**src/design/swlh_pkg.sv**
```systemverilog
`timescale 1ns / 1ps
`default_nettype none

package swlh_pkg;

  // fixed field widths
  localparam int SAMPLE_W = 17;
  localparam int LEVEL_W  = 8;
  localparam int COUNT_W  = 9;
  localparam int COLUMN_W = 10;
  localparam int CFG_W    = 11;

  // frame length after reset
  localparam logic [CFG_W-1:0] CFG_RESET = 11'd1024;

  // front to back queue
  localparam int QUEUE_DEPTH = 4;
  localparam int QPTR_W      = 2;
  localparam int QCNT_W      = 3;

  // one result beat
  typedef struct packed {
    logic        [COLUMN_W-1:0] column;
    logic        [LEVEL_W-1:0]  added_level;
    logic signed [COUNT_W-1:0]  added_count;
    logic        [LEVEL_W-1:0]  removed_level;
    logic signed [COUNT_W-1:0]  removed_count;
    logic                       last_in_frame;
  } out_beat_t;

endpackage

`default_nettype wire

```
**src/design/swlh_queue.sv**
```systemverilog
`timescale 1ns / 1ps
`default_nettype none

module swlh_queue import swlh_pkg::*; #(
  parameter int WIDTH = 27
) (
  input  wire logic              clk,
  input  wire logic              rst_n,
  input  wire logic              push,
  input  wire logic [WIDTH-1:0]  push_data,
  input  wire logic              pop,
  output logic                   head_valid,
  output logic      [WIDTH-1:0]  head_data,
  output logic      [QCNT_W-1:0] count
);

  logic [WIDTH-1:0]  entry_r [QUEUE_DEPTH];
  logic [QPTR_W-1:0] wr_ptr_r, wr_ptr_nxt;
  logic [QPTR_W-1:0] rd_ptr_r, rd_ptr_nxt;
  logic [QCNT_W-1:0] count_r, count_nxt;

  assign head_valid = (count_r != '0);
  assign head_data  = entry_r[rd_ptr_r];
  assign count      = count_r;

  // pointer and fill bookkeeping
  always_comb begin
    wr_ptr_nxt = push ? wr_ptr_r + 1'b1 : wr_ptr_r;
    rd_ptr_nxt = pop  ? rd_ptr_r + 1'b1 : rd_ptr_r;
    count_nxt  = count_r + QCNT_W'(push) - QCNT_W'(pop);
  end

  always_ff @(posedge clk) begin
    if (!rst_n) begin
      wr_ptr_r <= '0;
      rd_ptr_r <= '0;
      count_r  <= '0;
    end else begin
      wr_ptr_r <= wr_ptr_nxt;
      rd_ptr_r <= rd_ptr_nxt;
      count_r  <= count_nxt;
    end
  end

  // entry storage
  always_ff @(posedge clk) begin
    if (push) begin
      entry_r[wr_ptr_r] <= push_data;
    end
  end

endmodule

`default_nettype wire

```
**config.mk**
```make
export PLATFORM = sky130hd
export DESIGN_NAME = swlh_queue
export DESIGN_NICKNAME = d
export VERILOG_FILES = /design/src/design/swlh_pkg.sv /design/src/design/swlh_queue.sv
export SDC_FILE = /design/constraint.sdc
export NUM_CORES = 1
export LEC_CHECK = 0
export ABC_AREA = 1
export BUFFER_PORTS_ARGS = -buffer_cell sky130_fd_sc_hd__buf_2
export CAP_MARGIN = 5
export CORE_MARGIN = 10
export CORE_UTILIZATION = 52
export DETAILED_ROUTE_END_ITERATION = 10
export GPL_TIMING_DRIVEN = 0
export PLACE_DENSITY = 0.83
export SLEW_MARGIN = 20
export SYNTH_ARGS = -nofsm -noshare
export SYNTH_HDL_FRONTEND = slang
export SYNTH_SLANG_ARGS = --single-unit
```
**constraint.sdc**
```tcl
create_clock -name clk -period 1.4 [get_ports clk]
set_input_delay 0.28 -clock clk [delete_from_list [all_inputs] [get_ports clk]]
set_output_delay 0.28 -clock clk [all_outputs]
set_load 0.01 [all_outputs]
```
Word-level counts from Yosys, hierarchy flattened
Memory sizes are Yosys's and may differ from the RTL's. A register that Yosys moved wholly into a read port is not among the register bits.
Index checks and enable logic that the tools add are counted.
- register bits: 7
- memory bits (writable): 108
- bits of input ports: 31
- memories: 1
- add/sub/neg operators: 4
- muxes and demuxes: 4
- reductions and logical operators: 1
- memory list (name ; depth ; bits a word ; read ports ; clocked after Yosys merged registers in ; write ports ; RTL line ; source):
    entry_r ; 4 ; 27 ; 1 ; 1 ; 1 ; swlh_queue.sv:17 ; logic [WIDTH-1:0] entry_r [QUEUE_DEPTH];
- operators with widths (kind ; count):
    $add 2x1->2 const B ; 2
    $mux 2 ; 2
    $add 3x1->3 ; 1
    $reduce_bool 3->1 ; 1
    $sub 3x1->3 ; 1
    $mux 1 ; 2

Depth between registers and ports, before layout
Gate-level depths: netlist of run 1.
- word-level depth: 3
- depth in mapped cells: 8
- gate-level depth less buffers: 8

Least setup slack after synthesis of run 1
OpenSTA, ideal clock, no wires.
- path type: register to register
- start point: register count_r[0], in the netlist count[0]
- end point: register count_r[2], in the netlist count[2]
- library setup time: 0.115 ns
- arrival time: 1.418 ns
- slack: -0.133 ns
- stages on the path, launching flop included: 8
- path buffers: 0
- period minus slack after synthesis: 1.533 ns
- cell sequence: dfxtp_1 > inv_1 > ha_1 > inv_1 > ha_1 > fa_1 > a21oi_1 > nor2_1
- longest elaborated chain between the ends: 2
- RTL lines (element ; RTL line ; source):
    start: declaration ; swlh_queue.sv:20 ; logic [QCNT_W-1:0] count_r, count_nxt;
    start signal: assignment ; swlh_queue.sv:41 ; count_r <= count_nxt;
    $add 3x1->3 ; swlh_queue.sv:30 ; count_nxt = count_r + QCNT_W'(push) - QCNT_W'(pop);
    $sub 3x1->3 ; swlh_queue.sv:30 ;
No other way between the ends.
A chain may end at the register's enable or synchronous reset.

==> results of run 1 <==
-- layout make-up --
type	count	area, um2
clock buffer	17	414
sequential	117	3430
multi-input combinational	165	1110
buffer	18	176
fill	532	2270
tap	108	135
clock inverter	14	166
timing repair inverter	4	30.0
timing repair buffer	108	848
inverter	69	274
-- logic make-up after synthesis --
family | after synthesis | share of synthesized area
AOI/OAI and AO/OA | 91 | 0.130
and+or+nand+nor | 67 | 0.0532
buffers and inverters | 87 | 0.0799
DFF | 117 | 0.717
adders and majority gates | 7 | 0.0199
-- through the flow --
step                instance area (um2)  power [mW]  setup WS (ps)
detailed placement                 5270        5.05           -356
global placement                   5270        5.00           -291
floorplan                          4830        4.66          -61.6
CTS                                6440        9.49           -541
global route                       6580        9.89           -630
finish                             6580        9.58           -542
-- power by group --
| group | leakage (nW) | total [mW] | switching [mW] | internal (mW) |
|---|---|---|---|---|
| registers | 1.07 | 4.07 | 0.0607 | 4.01 |
| logic | 1.29 | 1.26 | 0.711 | 0.551 |
| clock network | 0.293 | 4.25 | 1.42 | 2.83 |
| total | 2.66 | 9.58 | 2.19 | 7.39 |
-- critical path, delay by kind of cell (launching register included) --
kind                   cells  cell delay, ps
AOI/OAI and AO/OA          2             190
buffers and inverters      4             530
DFF                        1             330
and+or+nand+nor            1             100
-- flip-flops by register name (all words and copies together) (netlist names), named ones only --
| register | flops |
|---|---|
| entry_r | 108 |
| wr_ptr_r | 2 |
| count | 3 |
| rd_ptr_r | 2 |
-- worst paths after layout --
| kind | endpoint | slack, ps | depth (start not counted) |
|---|---|---|---|
| setup / recovery | head_data[26] | -540 | 7 |
| hold / removal | count[0]$_SDFF_PN0_ | 40 | 3 |
| setup reg to reg | count[1]$_SDFF_PN0_ | -80 | 7 |
| hold reg to reg | rd_ptr_r[1]$_SDFFE_PN0P_ | 470 | 2 |
-- repair_timing --
item,in CTS,in global routing
pin swaps,26,12
hold endpoints to repair,108,0
gates resized for setup,50,31
hold buffers,27,0
buffers inserted,16,2
setup endpoints to repair,138,68
gates cloned,6,0
-- metal layers --
metal	part of all wire	up-vias	wire length, um	GRT usage
met5	0	-	0	0
met4	0.017	0	207	0.0876
met1	0.38	1587	4580	0.198
met3	0.086	17	1020	0.0651
li1	-	1536	-	-
met2	0.51	140	6110	0.299
-- cell usage in the layout (no fill, tap or decap), types with 8 or more instances in the layout --
master and instances:
edfxtp_1 108, inv_1 60, nand2_1 58, buf_2 57, dlygate4sd3_1 27, buf_4 21
o211ai_2 20, a21oi_1 17, o21ai_0 17, clkbuf_16 16, a21oi_2 15, o21ai_1 14
buf_6 11, clkinvlp_4 8
==> results.md, run 1 <==
* Run status: finished with violations
* Worst Hold Slack at 40.7 ps
* Post-synthesis cell type count at 17
* Area Overhead vs Synth at 37.8%
* Failing checks: setup timing
* Max Cap Viol at 0
* Share of layout cells above drive strength 1 at 0.381
* Worst-margin pin slew at about 300 ps
* Critical-path cell list: buf_6 > buf_12 > buf_6 > a21oi_2 > o21ai_1 > nand2_1 > buf_2
* Initial antenna violation count at 0
* RSZ-0062 raised after global routing: yes
* Post-synth top area cell: edfxtp_1
* First-pass GRT wire length at 17800 um
* Hold Path Class: in -> reg
* Mapped Nets at 407
* Period minus WS final at just under 2000 ps
* IO Pins at 62
* Worst Setup Start Kind: flip-flop
* CP Capture Type: output pin
* Initial Util at 0.540
* H-Tree Depth at 4
* Die height at roughly 120 um
* Reg2Reg Launch Point: count[0]$_SDFF_PN0_
* Worst path required time at 1120 ps
* Final Util at 0.744
* P_leak at 2.66 nW
* Master of the slowest instance on the critical path: dfxtp_2
* Final ANT Viol Nets at 0
* DRC at 0
* PD cells at around 1500 nW/um2
* Mapped Area at 4780 um2
* Total clock buffers created by CTS at 17
* Final Hold Viols at 0
* Worst Path Arrival at 1660 ps
* Clock sinks at about 120
* CTS tree: yes
* Share of the synthesized area in the top cell type at 0.679
* Routed length per instance at just under 20 um
* Clock-pin slew on the worst setup and hold paths at 60 ps
* Fin nets at 538
* Gpl congestion at about 0.75
* Largest net degree at the start of global routing at 17
* Clock Tree Buf Depth at 2
* Non-Filler Instances at 620
* Synth Area per Inst at 12.9 um2
* Top cells by area, synth: edfxtp_1, inv_1, o211ai_2
* Fmax at 515 MHz
* Post-Synthesis Cells at roughly 370
* Slew margin rel. at 0.801
* Vias in the first global route at 3460
* DR pass1 iterations at 5
* Hold Path Origin: rst_n
* Post-synth top flop: edfxtp_1
* Core Footprint at slightly below 9000 um2
* Most numerous cell in the Yosys netlist: edfxtp_1
* Yosys Warn Count at 0
* Grt ovf at 0
* Sequential fraction of the synthesis area at 0.717
* ANT cells at 0
* Final setup fails at 29
* Setup slack after layout at -542 ps
* Placed Cells at 538
* #FFs+latches synth at between 100 and 150
* DRT Wirelength at 11900 um
* Die area at approximately 13000 um2
* Fin crit share at 1.39
* Setup tns final at -13700 ps
* Clock Tree Root: clkbuf_8
* Crit path kind: reg -> out
* Post-synth EDFFs at 108
* Max FO, Critical Path at 6
* I/O Buffers at 61
* DR vias/cell at 5.29
* Gr usage total at 0.179
* Largest stage delay, worst path at 330 ps
* Cell mode on critical path: buf_6
* Post-Route Skew at 9.28 ps
* Most instantiated cells after synthesis: edfxtp_1, inv_1, nand2_1, a21oi_1, o21ai_0
* Initial drt markers at 258
* Die width at ~120 um
* Synth async-reset ratio at 0
* Hpwl dp at approximately 6200 um
* Slew Viols, Final at 0
* DR vias at 3280
* Cell Rows at 34
* Maximum VDD drop at 0.764 mV
* Worst skew pair latency at 520 ps
No activity file was read; power rests on OpenSTA's default activity.
==> run 2, diff against run 1 <==
CORE_UTILIZATION = 57   (was 52)
PLACE_DENSITY = 0.86   (was 0.83)
clock period = 2 ns   (was 1.4 ns; I/O delays follow)
==> run 2 against run 1 <==
Against the previous run: sequential share of layout area is 3.8 points higher; count of clock-buffer cells in the layout up 2; clock power down 24%; critical path depth shrank 2; sequential power is 30% lower; highest routed layer unchanged; cell count down 7.9%; the flow still finishes with violations (setup timing); total power fell by 28%; register-to-register slack improved by 510 ps; non-clock buffer count down 43.
==> results.md, run 2 (synthesis results as in run 1) <==
* Worst hold endpoint: entry_r[3][9]$_DFFE_PP_
* P_leak at 2.49 nW
* Part of the power in the clock network at 0.475
* DR vias/cell at 5.66
* Final setup fails at 11
* Fmax at 473 MHz
* Routed length per instance at 20.9 um
* R2R Setup Slk at 430 ps
* Fin crit share at 1.06
* Initial Util at 0.584
* CTS tree: yes
* Post-Route Skew at 11.5 ps
* Initial drt markers at 252
* IO Pins at 62
* Reg2Reg Launch Point: wr_ptr_r[0]$_SDFFE_PN0P_
* Setup tns final at -494 ps
* Max Cap Viol at 0
* Grt ovf at 0
* DRT Wirelength at 11900 um
* Worst Path Arrival at 1710 ps
* Gpl congestion at 0.776
* Slew margin rel. at 0.529
* RR Endpoint: entry_r[0][13]$_DFFE_PP_
* Gate power share at 0.110
* Psw at 1.51 mW
* Initial antenna violation count at 0
* Most frequent cells in the layout: edfxtp_1, inv_1, nand2_1, buf_2
* Final Hold Viols at 0
* Tot Pwr at 6.86 mW
* Die area at 12400 um2
* Die width at 112 um
* # fillers at 457
* PD cells at 1120 nW/um2
* Total clock buffers created by CTS at 17
* RSZ-0062 raised after global routing: yes
* Run status: finished with violations
* Max FO, Critical Path at 10
* Crit path kind: reg -> out
* Most common cell after layout, fill and taps aside: edfxtp_1
* Hold path cells at 1
* Period minus WS final at 2110 ps
* Switching share of power at 0.220
* Cell Rows at 33
* Largest register FFs at 108
* Internal Power at 5.35 mW
* Largest net degree at the start of global routing at 28
* Worst-margin pin slew at around 700 ps
* Area Overhead vs Synth at 28.3%
* Vias in the first global route at about 3200
* ANT cells at 0
* Clock Tree Root: clkbuf_8
* Hold Path Origin: push_data[9]
* Clock sinks at 117
* Maximum VDD drop at just under 0.8 mV
* Clock Tree Buf Depth at 2
* Failing checks: setup timing
* Die height at roughly 110 um
* H-Tree Depth at 4
* First-pass GRT wire length at 17000 um
* Share of layout cells above drive strength 1 at 0.326
* Hold Path Class: in -> reg
* Worst skew pair latency at ~520 ps
* DR pass1 iterations at 7
* Slew Viols, Final at 0
* Setup slack after layout at -114 ps
* Hpwl dp at 6180 um
* R2R cell count at 4
* Worst path required time at 1600 ps
* Fin nets at between 400 and 500
* Most flops, register: entry_r
* Worst Setup Start Kind: flip-flop
* Gr usage total at 0.174
* Clock-pin slew on the worst setup and hold paths at 60 ps
* CP Capture Type: output pin
* Reg power frac at 0.416
* DRC at 0
* Final ANT Viol Nets at 0
* DR vias at 3232
* Core Footprint at 8180 um2
* I/O Buffers at 61
-- run 2: cell types whose count changed in the layout (fill, tap and decap cells not counted), moves of 5 or more --
cell | before | now
dfxtp_2 | 6 | 1
inv_1 | 60 | 65
nand2_1 | 58 | 63
buf_4 | 21 | 5
buf_8 | 1 | 6
dlygate4sd3_1 | 27 | 0
o21ai_0 | 17 | 11
clkinvlp_4 | 8 | 0
-- run 2: stage by stage --
step,hold WS (ps),util,instance area (um2),worst slack (ps),instances
floorplan,436,-,4780,467,369
global placement,451,0.638,5210,106,535
detailed placement,472,0.638,5210,276,535
CTS,81.1,0.728,5950,-17.0,567
global route,85.5,0.750,6130,-165,571
finish,98.2,0.750,6130,-114,571
-- run 2: cell type report --
type                    instances  area (um2)  area share
flip-flops and latches        117        3430       0.559
well taps                     105         131      0.0214
clock inverters                13         210      0.0343
inverters                      69         259      0.0422
multi-input cells             165        1050       0.171
repair buffers                 66         412      0.0671
clock buffers                  19         422      0.0688
plain buffers                  17         219      0.0357
-- run 2: worst max path at each step --
stage / to / slack, ps / depth (start not counted)
finish: head_data[22] / -110 / 5
global route: head_data[22] / -170 / 5
CTS: head_data[23] / -20 / 5
detailed placement: count[2]$_SDFF_PN0_ / 280 / 8
global placement: entry_r[2][18]$_DFFE_PP_ / 110 / 4
floorplan: count[2]$_SDFF_PN0_ / 470 / 7
-- run 2: power groups by stage --
| stage | clock network, mW | registers (mW) | logic [mW] |
|---|---|---|---|
| 2_1_floorplan | 0 | 2.89 | 0.357 |
| 3_3_place_gp | 0 | 2.88 | 0.598 |
| 3_5_place_dp | 0 | 2.89 | 0.625 |
| 4_1_cts | 3.24 | 2.85 | 0.669 |
| 5_1_grt | 3.36 | 2.86 | 0.814 |
| 6_report | 3.25 | 2.85 | 0.751 |
-- run 2: worst max-delay path, cell delays in order, from the launching register on --
cell,delay [ps]
dfxtp_4,380
buf_8,150
buf_4,180
o21ai_0,240
nand2_1,90
buf_2,150
-- run 2: timing repair --
item,4_1_cts,5_1_grt
buffers inserted,0,3
endpoints found under the setup margin,27,27
gates resized for setup,34,51
pin swaps,5,9
gates cloned,1,1
hold buffers,0,0
-- run 2: routing by layer --
| metal | global-route usage | wire (um) |
|---|---|---|
| met5 | 0 | 0 |
| met4 | 0.0908 | 375 |
| met3 | 0.0558 | 919 |
| met2 | 0.292 | 6210 |
| met1 | 0.193 | 4400 |
